### src/rtl/absd_pkg.sv
// Shared types and constants for the archive byte stream decryptor.
// No dependencies; used by the channel interfaces and the top level.
package absd_pkg;

   localparam int unsigned BYTE_W   = 8;
   localparam int unsigned MIX_W    = 7;
   localparam int unsigned IDXA_W   = 5;
   localparam int unsigned IDXB_W   = 4;
   localparam int unsigned KEY_W    = 32;
   localparam int unsigned DATA_W   = 32;
   localparam int unsigned ADDR_W   = 4;

   // register indexes on paddr[3:2]
   typedef enum logic [1:0] {
      REG_ENCRYPT_ENABLE = 2'd0,
      REG_PATH_KEY       = 2'd1,
      REG_SIZE_KEY       = 2'd2,
      REG_INIT_MIX       = 2'd3
   } reg_index_type;

   localparam logic [IDXA_W-1:0] START_INDEX_A = 5'd0;
   localparam logic [IDXB_W-1:0] START_INDEX_B = 4'd8;
   localparam logic [IDXA_W-1:0] INDEX_A_LAST  = 5'd15;
   localparam logic [IDXB_W-1:0] INDEX_B_LAST  = 4'd12;
   localparam logic [IDXB_W-1:0] INDEX_B_WRAP  = 4'd8;
   localparam logic [MIX_W-1:0]  MIX_STEP      = 7'd2;

   typedef struct packed {
      logic [MIX_W-1:0]  mix;
      logic [IDXA_W-1:0] index_a;
      logic [IDXB_W-1:0] index_b;
      logic              swap;
   } cipher_state_type;

   // Pick byte (idx mod 4) of a little-endian key word.
   function automatic logic [BYTE_W-1:0] key_byte(input logic [KEY_W-1:0] word,
                                                  input logic [1:0] idx);
      logic [BYTE_W-1:0] result;
      case (idx)
         2'd0:    result = word[7:0];
         2'd1:    result = word[15:8];
         2'd2:    result = word[23:16];
         default: result = word[31:24];
      endcase
      return result;
   endfunction

   // Remainder by 7: octal digits sum since 8 is 1 mod 7.
   function automatic logic [2:0] mod7(input logic [MIX_W-1:0] m);
      logic [3:0] s1;
      logic [3:0] s2;
      logic [3:0] r;
      s1 = {3'd0, m[6]} + {1'b0, m[5:3]} + {1'b0, m[2:0]};
      s2 = {3'd0, s1[3]} + {1'b0, s1[2:0]};
      r  = (s2 >= 4'd7) ? (s2 - 4'd7) : s2;
      return r[2:0];
   endfunction

   // Remainder by 12: low two bits stay, upper five bits reduced mod 3.
   function automatic logic [3:0] mod12(input logic [MIX_W-1:0] m);
      logic [4:0] q;
      logic [2:0] s1;
      logic [2:0] s2;
      logic [2:0] r;
      q  = m[6:2];
      s1 = {2'd0, q[4]} + {1'b0, q[3:2]} + {1'b0, q[1:0]};
      s2 = {2'd0, s1[2]} + {1'b0, s1[1:0]};
      r  = (s2 >= 3'd3) ? (s2 - 3'd3) : s2;
      return {r[1:0], m[1:0]};
   endfunction

endpackage

### src/rtl/absd_req_if.sv
// Input channel carrying one cipher byte and a restart flag per transaction.
// Depends on absd_pkg for widths.
interface absd_req_if;
   logic                         valid;
   logic                         ready;
   logic [absd_pkg::BYTE_W-1:0]  cipher_byte;
   logic                         restart;

   modport source (output valid, output cipher_byte, output restart, input ready);
   modport sink   (input valid, input cipher_byte, input restart, output ready);
endinterface

### src/rtl/absd_rsp_if.sv
// Result channel carrying one plain byte per transaction.
// Depends on absd_pkg for widths.
interface absd_rsp_if;
   logic                         valid;
   logic                         ready;
   logic [absd_pkg::BYTE_W-1:0]  plain_byte;

   modport source (output valid, output plain_byte, input ready);
   modport sink   (input valid, input plain_byte, output ready);
endinterface

### src/rtl/archive_byte_stream_decrypt.sv
// Archive byte stream decryptor: key state, cipher datapath and APB register file.
// Depends on absd_pkg, absd_req_if and absd_rsp_if.
//
// Takes one byte per clock unless the result register is held by a stalled sink,
// and returns one byte per transaction, in order, in the cycle after acceptance.
// The key state (mix value, two table indices and a nibble-swap flag) is
// updated in the same cycle a byte is taken; the only limit is the result
// register, which holds while the sink stalls and frees the input the cycle
// it is taken. A set restart flag reloads the start state (mix = init_mix,
// index A = 0, index B = 8, no swap) before that byte, as at file offset
// zero. With encrypt_enable clear, bytes pass unchanged and the key state
// holds except on restart. Registers: 0 encrypt_enable, 1 path_key,
// 2 size_key, 3 init_mix at byte addresses 0, 4, 8, 12; write them only while idle.
// A new init_mix takes effect at the next restart.
module archive_byte_stream_decrypt (
   input  logic                          clock,
   input  logic                          reset,
   absd_req_if.sink                      req,
   absd_rsp_if.source                    rsp,
   input  logic                          psel,
   input  logic                          penable,
   input  logic                          pwrite,
   input  logic [absd_pkg::ADDR_W-1:0]   paddr,
   input  logic [absd_pkg::DATA_W-1:0]   pwdata,
   output logic [absd_pkg::DATA_W-1:0]   prdata,
   output logic                          pready
);

   // ---------------------------------------------------------------
   // Register file
   // ---------------------------------------------------------------
   logic                            enable_ff;
   logic [absd_pkg::KEY_W-1:0]      path_key_ff;
   logic [absd_pkg::KEY_W-1:0]      size_key_ff;
   logic [absd_pkg::MIX_W-1:0]      init_mix_ff;
   logic                            csr_write;
   absd_pkg::reg_index_type         csr_index;

   assign pready    = 1'b1;
   assign csr_write = psel & penable & pwrite;
   assign csr_index = absd_pkg::reg_index_type'(paddr[3:2]);

   always_ff @(posedge clock) begin
      if (reset) begin
         enable_ff   <= 1'b0;
         path_key_ff <= '0;
         size_key_ff <= '0;
         init_mix_ff <= '0;
      end else if (csr_write) begin
         case (csr_index)
            absd_pkg::REG_ENCRYPT_ENABLE: enable_ff   <= pwdata[0];
            absd_pkg::REG_PATH_KEY:       path_key_ff <= pwdata;
            absd_pkg::REG_SIZE_KEY:       size_key_ff <= pwdata;
            absd_pkg::REG_INIT_MIX:       init_mix_ff <= pwdata[absd_pkg::MIX_W-1:0];
            default: ;
         endcase
      end
   end

   always_comb begin
      case (csr_index)
         absd_pkg::REG_ENCRYPT_ENABLE: prdata = {31'd0, enable_ff};
         absd_pkg::REG_PATH_KEY:       prdata = path_key_ff;
         absd_pkg::REG_SIZE_KEY:       prdata = size_key_ff;
         absd_pkg::REG_INIT_MIX:       prdata = {25'd0, init_mix_ff};
         default:                      prdata = '0;
      endcase
   end

   // ---------------------------------------------------------------
   // Handshake: the result register frees the input when empty or taken
   // ---------------------------------------------------------------
   logic                            rsp_valid_ff;
   logic                            rsp_valid_in;
   logic [absd_pkg::BYTE_W-1:0]     plain_ff;
   logic [absd_pkg::BYTE_W-1:0]     plain_in;
   logic                            accept;

   assign req.ready = ~rsp_valid_ff | rsp.ready;
   assign accept    = req.valid & req.ready;

   // ---------------------------------------------------------------
   // Key state and datapath
   // ---------------------------------------------------------------
   absd_pkg::cipher_state_type      state_ff;
   absd_pkg::cipher_state_type      state_in;
   absd_pkg::cipher_state_type      cur;     // state after an optional restart
   absd_pkg::cipher_state_type      nxt;     // state after advancing
   logic [absd_pkg::BYTE_W-1:0]     stage1;
   logic [absd_pkg::BYTE_W-1:0]     stage2;
   logic [absd_pkg::IDXA_W-1:0]     a_inc;
   logic [absd_pkg::IDXB_W-1:0]     b_inc;
   logic [absd_pkg::MIX_W-1:0]      mix_adv;
   logic [2:0]                      mix_m7;
   logic [3:0]                      mix_m12;

   always_comb begin
      // Reload the start state ahead of this byte on restart
      if (req.restart) begin
         cur.mix     = init_mix_ff;
         cur.index_a = absd_pkg::START_INDEX_A;
         cur.index_b = absd_pkg::START_INDEX_B;
         cur.swap    = 1'b0;
      end else begin
         cur = state_ff;
      end

      stage1 = req.cipher_byte ^ {1'b0, cur.mix}
             ^ absd_pkg::key_byte(size_key_ff, cur.index_b[1:0]);
      stage2 = cur.swap ? {stage1[3:0], stage1[7:4]} : stage1;

      if (enable_ff) begin
         plain_in = stage2 ^ absd_pkg::key_byte(path_key_ff, cur.index_a[1:0]);
      end else begin
         plain_in = req.cipher_byte;
      end

      // Advance indices; wrap, toggle swap or re-seed from the mix
      a_inc   = cur.index_a + 5'd1;
      b_inc   = cur.index_b + 4'd1;
      mix_adv = cur.mix + absd_pkg::MIX_STEP;
      mix_m7  = absd_pkg::mod7(mix_adv);
      mix_m12 = absd_pkg::mod12(mix_adv);
      nxt     = cur;
      nxt.index_a = a_inc;
      nxt.index_b = b_inc;
      if (a_inc <= absd_pkg::INDEX_A_LAST) begin
         if (b_inc > absd_pkg::INDEX_B_LAST) begin
            nxt.index_b = '0;
            nxt.swap    = ~cur.swap;
         end
      end else if (b_inc <= absd_pkg::INDEX_B_WRAP) begin
         nxt.index_a = '0;
         nxt.swap    = ~cur.swap;
      end else begin
         nxt.mix = mix_adv;
         if (cur.swap) begin
            nxt.swap    = 1'b0;
            nxt.index_a = {2'd0, mix_m7};
            nxt.index_b = mix_m12 + 4'd2;
         end else begin
            nxt.swap    = 1'b1;
            nxt.index_a = {1'b0, mix_m12} + 5'd3;
            nxt.index_b = {1'b0, mix_m7};
         end
      end

      // Hold the key state when idle; when bypassed, only a restart changes it
      if (accept) begin
         state_in = enable_ff ? nxt : cur;
      end else begin
         state_in = state_ff;
      end

      rsp_valid_in = accept | (rsp_valid_ff & ~rsp.ready);
   end

   always_ff @(posedge clock) begin
      if (reset) begin
         state_ff.mix     <= '0;
         state_ff.index_a <= absd_pkg::START_INDEX_A;
         state_ff.index_b <= absd_pkg::START_INDEX_B;
         state_ff.swap    <= 1'b0;
         rsp_valid_ff     <= 1'b0;
      end else begin
         state_ff     <= state_in;
         rsp_valid_ff <= rsp_valid_in;
      end
   end

   always_ff @(posedge clock) begin
      if (accept) begin
         plain_ff <= plain_in;
      end
   end

   assign rsp.valid      = rsp_valid_ff;
   assign rsp.plain_byte = plain_ff;

endmodule
### src/flat_wrapper.sv
// flat-port wrapper written by rule: the top's interface ports become plain ports
module archive_byte_stream_decrypt_flat 
  (clock, reset, psel, penable, pwrite, paddr, pwdata, prdata, pready, req_valid, req_cipher_byte, req_restart, req_ready, rsp_valid, rsp_plain_byte, rsp_ready);
  absd_req_if req_i ();
  absd_rsp_if rsp_i ();
  input  logic clock;
  input  logic reset;
  input  logic psel;
  input  logic penable;
  input  logic pwrite;
  input  logic [absd_pkg::ADDR_W-1:0] paddr;
  input  logic [absd_pkg::DATA_W-1:0] pwdata;
  output logic [absd_pkg::DATA_W-1:0] prdata;
  output logic pready;
  input wire logic [$bits(req_i.valid)-1:0] req_valid;
  input wire logic [$bits(req_i.cipher_byte)-1:0] req_cipher_byte;
  input wire logic [$bits(req_i.restart)-1:0] req_restart;
  output wire logic [$bits(req_i.ready)-1:0] req_ready;
  output wire logic [$bits(rsp_i.valid)-1:0] rsp_valid;
  output wire logic [$bits(rsp_i.plain_byte)-1:0] rsp_plain_byte;
  input wire logic [$bits(rsp_i.ready)-1:0] rsp_ready;
  assign req_i.valid = req_valid;
  assign req_i.cipher_byte = req_cipher_byte;
  assign req_i.restart = req_restart;
  assign req_ready = req_i.ready;
  assign rsp_valid = rsp_i.valid;
  assign rsp_plain_byte = rsp_i.plain_byte;
  assign rsp_i.ready = rsp_ready;
  archive_byte_stream_decrypt u_core (.clock(clock), .reset(reset), .req(req_i), .rsp(rsp_i), .psel(psel), .penable(penable), .pwrite(pwrite), .paddr(paddr), .pwdata(pwdata), .prdata(prdata), .pready(pready));
endmodule
### config.mk
export PLATFORM = sky130hd
export DESIGN_NAME = archive_byte_stream_decrypt_flat
export DESIGN_NICKNAME = d
export VERILOG_FILES = /design/src/rtl/absd_pkg.sv /design/src/rtl/absd_req_if.sv /design/src/rtl/absd_rsp_if.sv /design/src/rtl/archive_byte_stream_decrypt.sv /design/src/flat_wrapper.sv
export SDC_FILE = /design/constraint.sdc
export NUM_CORES = 1
export LEC_CHECK = 0
export BUFFER_PORTS_ARGS = -buffer_cell sky130_fd_sc_hd__buf_2
export CAP_MARGIN = 10
export CORE_MARGIN = 10
export CORE_UTILIZATION = 40
export CTS_BUF_LIST = sky130_fd_sc_hd__clkbuf_16
export CTS_CLUSTER_DIAMETER = 120
export DETAILED_ROUTE_END_ITERATION = 8
export PLACE_DENSITY_LB_ADDON = 0.08
export SETUP_SLACK_MARGIN = 0.4
export SYNTH_ARGS = -nofsm -noshare
export SYNTH_HDL_FRONTEND = slang
export SYNTH_SLANG_ARGS = --single-unit
export TNS_END_PERCENT = 20
### constraint.sdc
create_clock -name clock -period 4.2 [get_ports clock]
set_clock_uncertainty 0.05 [all_clocks]
set_input_delay 0.21 -clock clock [delete_from_list [all_inputs] [get_ports clock]]
set_output_delay 0.21 -clock clock [all_outputs]
set_load 0.005 [all_outputs]
Word-level counts from Yosys, hierarchy flattened
Cells that the tools add are included.
- add/sub/neg operators: 13
- mux-type cells: 18
- equality and inequality tests: 7
- reduce and logical (&&, ||, !) cells: 7
- $lt $le $gt $ge: 5
- bitwise gates (word level): 12
- operators by type and width (cell ; count):
    $pmux W32 S4 ; 1
    $pmux W8 S3 ; 2
    $mux W17 ; 2
    $mux W8 ; 3
    $xor A8 B8 Y8 ; 2
    $mux W5 ; 3
    $mux W12 ; 1
    $mux W10 ; 1
    $add A1 B3 Y4 ; 2
    $eq A2 B2 Y1 const B ; 4
    $reduce_and A2 Y1 ; 4
    $xor A8 B7 Y8 ; 1
    $add A7 B2 Y7 const B ; 1
    $mux W7 ; 1
    $add A1 B2 Y3 ; 2
    $eq A2 B1 Y1 const B ; 3
    $logic_not A2 Y1 ; 3
    $add A4 B2 Y5 const B ; 1
    $add A5 B1 Y5 const B ; 1
    $le A5 B4 Y1 const B ; 1
    $add A4 B1 Y4 const B ; 1
    $add A4 B2 Y4 const B ; 1
    $add A4 B3 Y4 ; 1
    $and A1 B1 Y1 ; 4
    other kinds (13) ; 16
- register bits after elaboration: 98
- output and inout port bits: 43
- input port bits: 52

Longest topological paths before layout
- depth after elaboration: 12
- mapped depth: 18
- gate-level depth less buffers: 16

Least setup slack after synthesis
Ideal clock, no wire load.
- path kind: in2reg
- from: input req_restart
- to: register u_core.state_ff[3] (netlist bit)
- path slack: -0.014 ns
- arrival: 4.043 ns
- buffers on the path: 1
- stages: 15
- cell sequence: buf_6 -> mux2i_1 -> inv_1 -> ha_1 -> inv_1 -> fa_1 -> fa_1 -> inv_1 -> ha_1 -> fa_1 -> xor2_1 -> ha_1 -> mux2_2 -> a211oi_1 -> o31ai_1
- word-level cells in the longest chain between the ends: 12
- RTL lines (element ; RTL line ; source):
    start, declared ; flat_wrapper.sv:17 ; input wire logic [$bits(req_i.restart)-1:0] req_restart;
    $mux W17 * ; archive_byte_stream_decrypt.sv:99 ; if (req.restart) begin
    $add A7 B2 Y7 ; archive_byte_stream_decrypt.sv:121 ; mix_adv = cur.mix + absd_pkg::MIX_STEP;
    $add A1 B2 Y3 ; absd_pkg.sv:66 ; s1 = {2'd0, q[4]} + {1'b0, q[3:2]} + {1'b0, q[1:0]};
    $add A3 B2 Y3 ; absd_pkg.sv:66 ;
    $add A1 B2 Y3 ; absd_pkg.sv:67 ; s2 = {2'd0, s1[2]} + {1'b0, s1[1:0]};
    $ge A3 B2 Y1 / $sub A2 B2 Y2 (equally long branches) ; absd_pkg.sv:68 ; r = (s2 >= 3'd3) ? (s2 - 3'd3) : s2;
    $mux W2 ; absd_pkg.sv:68 ;
    $add A4 B2 Y4 ; archive_byte_stream_decrypt.sv:140 ; nxt.index_b = mix_m12 + 4'd2;
    $mux W10 ; archive_byte_stream_decrypt.sv:137 ; if (cur.swap) begin
    $mux W4 ; archive_byte_stream_decrypt.sv:132 ; end else if (b_inc <= absd_pkg::INDEX_B_WRAP) begin
    $mux W5 ; archive_byte_stream_decrypt.sv:127 ; if (a_inc <= absd_pkg::INDEX_A_LAST) begin
    $mux W17 * ; archive_byte_stream_decrypt.sv:150 ; state_in = enable_ff ? nxt : cur;
    end signal, assigned ; archive_byte_stream_decrypt.sv:166 ; state_ff <= state_in;
    end, declared ; archive_byte_stream_decrypt.sv:85 ; absd_pkg::cipher_state_type state_ff;
Every way passes the cells marked *; elsewhere a longest branch is shown, timed or not.
A chain may end at the register's enable or synchronous reset.

Worst setup path after layout
- from: register u_core.init_mix_ff[1] (netlist bit)
- to: register u_core.state_ff[6] (netlist bit)
- word-level cells in the longest chain between the ends: 11
- RTL lines (element ; RTL line ; source):
    start, declared ; archive_byte_stream_decrypt.sv:35 ; logic [absd_pkg::MIX_W-1:0] init_mix_ff;
    start signal, assigned ; archive_byte_stream_decrypt.sv:54 ; absd_pkg::REG_INIT_MIX: init_mix_ff <= pwdata[absd_pkg::MIX_W-1:0];
    $mux W17 * ; archive_byte_stream_decrypt.sv:99 ;
    $add A7 B2 Y7 * ; archive_byte_stream_decrypt.sv:121 ;
    $add A1 B3 Y4 ; absd_pkg.sv:53 ; s1 = {3'd0, m[6]} + {1'b0, m[5:3]} + {1'b0, m[2:0]};
    $add A4 B3 Y4 ; absd_pkg.sv:53 ;
    $add A1 B3 Y4 ; absd_pkg.sv:54 ; s2 = {3'd0, s1[3]} + {1'b0, s1[2:0]};
    $ge A4 B3 Y1 / $sub A3 B3 Y3 (equally long branches) ; absd_pkg.sv:55 ; r = (s2 >= 4'd7) ? (s2 - 4'd7) : s2;
    $mux W3 ; absd_pkg.sv:55 ;
    $mux W10 * ; archive_byte_stream_decrypt.sv:137 ;
    $mux W5 * ; archive_byte_stream_decrypt.sv:132 ;
    $mux W12 * ; archive_byte_stream_decrypt.sv:127 ;
    $mux W17 * ; archive_byte_stream_decrypt.sv:150 ;
Marks and branches as above.

==> results.sh <==
export IMPL_met1_length_microns=8452
export IMPL_grt_pass1_vias=5497
export IMPL_dp_worst_setup_slack_ns=0.02281
export IMPL_synth_most_common_cell="nand2_1"
export IMPL_p_leak_nw=2.691
export IMPL_grt_first_pass_wirelength_microns=30060
export IMPL_vias=5547
export IMPL_cts_root_buf="clkbuf_16"
export IMPL_arrival_ns=3.94
export IMPL_wire_per_inst_microns=19.78
export IMPL_cp_common_cell="ha_4"
export IMPL_die_x_microns=141.3
export IMPL_htree_levels=3
export IMPL_period_share_pct=89.16
export IMPL_yosys_warnings=0
export IMPL_worstMarginPinSlew_ns=1.028
export IMPL_wl_met2_microns=8973
export IMPL_crit_family="compound AO/OA/AOI/OAI gates"
export IMPL_holdBufCountCts=0
export IMPL_die_h_microns=141.3
export IMPL_p_per_area_nw_per_um2=278.6
export IMPL_syn_area_sq_um=5882
export IMPL_crit_buf_inv=1
export IMPL_synth_top_flop_cell="dfxtp_1"
export IMPL_rsz0062_at_grt="true"
export IMPL_r2r_end="u_core.state_ff[6]"
export IMPL_r2r_start="u_core.init_mix_ff[1]"
export IMPL_syn_nets=795
export IMPL_ff2ff_setup_slack_ns=0.46
export IMPL_ant_nets=0
export IMPL_outcome="completed"
export IMPL_dieArea_sq_um=19960
export IMPL_drt_iter0_drc=406
export IMPL_holdPathEnd="u_core.path_key_ff[12]"
export IMPL_fmax_mhz=267.0
export IMPL_async_flop_share_pct=0
export IMPL_avgSynthCellArea_sq_um=8.192
export IMPL_num_rows=44
export IMPL_n_antenna_cell=0
export IMPL_worstHoldStart="pwdata[12]"
export IMPL_synth_common_cells="nand2_1 (159), dfxtp_1 (90), a21oi_1 (81)"
export IMPL_wl_met3_microns=1586
export IMPL_core_sq_um=14480
export IMPL_antenna_found_initial=0
export IMPL_yosysTopAreaCellShare_pct=30.63
export IMPL_synth_top_cells_by_area="dfxtp_1 (31%), nand2_1 (10%), a21oi_1 (6.9%)"
export IMPL_ir_worst_vdd_v=0.0001870
export IMPL_cp_slowest_cell="dfxtp_4"
export IMPL_overflow=0
export IMPL_nFillCells=1444
export IMPL_ys_seq_area_share_pct=34.72
export IMPL_critPathKind="reg2reg"
export IMPL_slew_violations=0
export IMPL_total_power_mw=1.950
export IMPL_dr_pass1_iters=6
export IMPL_cts_buffer_depth=2
export IMPL_routed_wl_microns=19370
export IMPL_cap_violations=0
export IMPL_insertion_delay_ns=0.36
export IMPL_synth_largest_area_cell="dfxtp_1"
export IMPL_clkSlewWorstSetupHoldPaths_ns=0.07
export IMPL_port_buffers=91
export IMPL_critPathCaptureType="register"
export IMPL_crit_required_ns=4.40
export IMPL_crit_path_start_kind="register"
export IMPL_hp_class="in2reg"
export IMPL_multi_input_area_sq_um=3684
export IMPL_final_setup_worst_slack_ns=0.4552
export IMPL_syn_to_final_growth_pct=19.00
export IMPL_cts_tree="done"
export IMPL_cp_max_fo=5
export IMPL_grt_start_max_net_pins=71
export IMPL_drc=0
export IMPL_seqCellArea_sq_um=2061
export IMPL_initial_core_util_pct=40.62
export IMPL_design_final_nets=867
export IMPL_crit_chain="mux2i_4 -> nor3_4 -> nand2_2 -> xor2_2 -> buf_4 -> fa_2 -> a21o_1 -> a21o_1 -> ha_4 -> ha_4 -> ha_4 -> nand2b_1 -> a31oi_2 -> mux2i_2 -> mux2i_1 -> a221o_1"
export IMPL_post_route_min_period_ns=3.745
export IMPL_synth_edf_count=8
export IMPL_top_layer="met4"
export IMPL_synth_seq_cells=98
export IMPL_numCtsBuffers=9
export IMPL_totalNegativeSetupSlack_ns=0
export IMPL_gp_congestion=0.8596
export IMPL_drive_above_1_share_pct=23.52
export IMPL_syn_instance_count=718
export IMPL_ios=95
export IMPL_clock_sinks=98
export IMPL_grtUsageTotal_pct=18.92
export IMPL_reg2reg_depth=16
export IMPL_whs_path_depth=3
export IMPL_via_per_inst=5.666
export IMPL_utilization_pct=48.34
export IMPL_dp_hpwl_microns=14230
export IMPL_maxSlewHeadroom_pct=31.38
export IMPL_hold_viol=0
export IMPL_yosysUniqueCellTypes=66
export IMPL_max_stage_delay_ns=0.37
export IMPL_setup_viol=0
[layout make-up]
cell class,count,share of cell area (%)
multi-input combinational,536,52.63
sequential,98,29.44
timing repair buffer,117,9.296
tap,184,3.289
clock buffer,9,3.218
inverter,28,1.502
clock inverter,7,0.6257
[per-stage QoR]
step	instances	hold WS, ns	instance area [sq um]
3_5_place_dp	959	0.4144	6570
6_report	979	0.04604	6999
5_1_grt	979	0.03920	6999
3_3_place_gp	959	0.4107	6570
4_1_cts	977	0.03077	6890
2_1_floorplan	718	0.2895	5964
[logic make-up after synthesis]
| group | share of synthesized area, % |
|---|---|
| buffers and inverters | 6.041 |
| multiplexers | 8.530 |
| other | 0.06376 |
| AO/OA/AOI/OAI | 20.85 |
| XOR/XNOR | 5.361 |
| adder cells (fa/ha/maj) | 5.956 |
| flip-flops | 34.72 |
| AND/OR/NAND/NOR | 18.49 |
[worst max-delay path by stage]
| stage | cells past startpoint | endpoint | startpoint |
|---|---|---|---|
| after floorplan | 17 | u_core.state_ff[3] | req_restart |
| after global placement | 17 | u_core.state_ff[3] | req_restart |
| after detailed placement | 16 | u_core.state_ff[6] | req_restart |
| after CTS | 15 | u_core.state_ff[3] | u_core.init_mix_ff[3] |
| after global routing | 16 | u_core.state_ff[6] | u_core.init_mix_ff[1] |
| final | 16 | u_core.state_ff[6] | u_core.init_mix_ff[1] |
[registers in the layout (all words and copies together), names as in the netlist]
| signal | count |
|---|---|
| u_core.path_key_ff | 32 |
| u_core.size_key_ff | 32 |
| u_core.state_ff | 17 |
| u_core.rsp.plain_byte | 8 |
| u_core.init_mix_ff | 7 |
| u_core.enable_ff | 1 |
| u_core.rsp.valid | 1 |
[metal layers]
layer  global-route usage, %  vias to the layer above
li1                        -                     2649
met1                   24.35                     2655
met2                   29.15                      217
met3                   6.275                       26
met4                   6.087                        0
met5                       0                        -
[what timing repair did]
action	CTS	global route
resized for setup	13	16
setup buffers	2	2
pin swaps	3	8
setup endpoints to repair	8	8
[tightest hold or removal path: stages]
cell and delay, ns:
buf_2 0.10, nand2_1 0.05, a21oi_1 0.05
[power breakdown]
group	total [mW]	leakage (nW)	switching [mW]	internal (mW)
logic	0.196	1.75	0.119	0.0763
registers	0.967	0.809	0.0118	0.955
clock network	0.787	0.136	0.386	0.402
[layout by cell type (no fill, tap or decap), types with 9 or more instances in the layout]
| cell type | synthesis | layout |
|---|---|---|
| mux2i_1 | 33 | 29 |
| clkbuf_16 | 0 | 9 |
| buf_2 | 7 | 91 |
| buf_4 | 2 | 26 |
| inv_1 | 28 | 25 |
| nand2b_1 | 9 | 9 |
| o21ai_0 | 14 | 14 |
| ha_1 | 20 | 14 |
| nand2_1 | 159 | 158 |
| a222oi_1 | 16 | 16 |
| a21oi_1 | 81 | 81 |
| dfxtp_1 | 90 | 83 |
| nand3_1 | 12 | 12 |
| nor2_1 | 33 | 33 |
| xnor2_1 | 30 | 27 |
| a22o_1 | 32 | 32 |
Power figures use the tool's default switching activity.
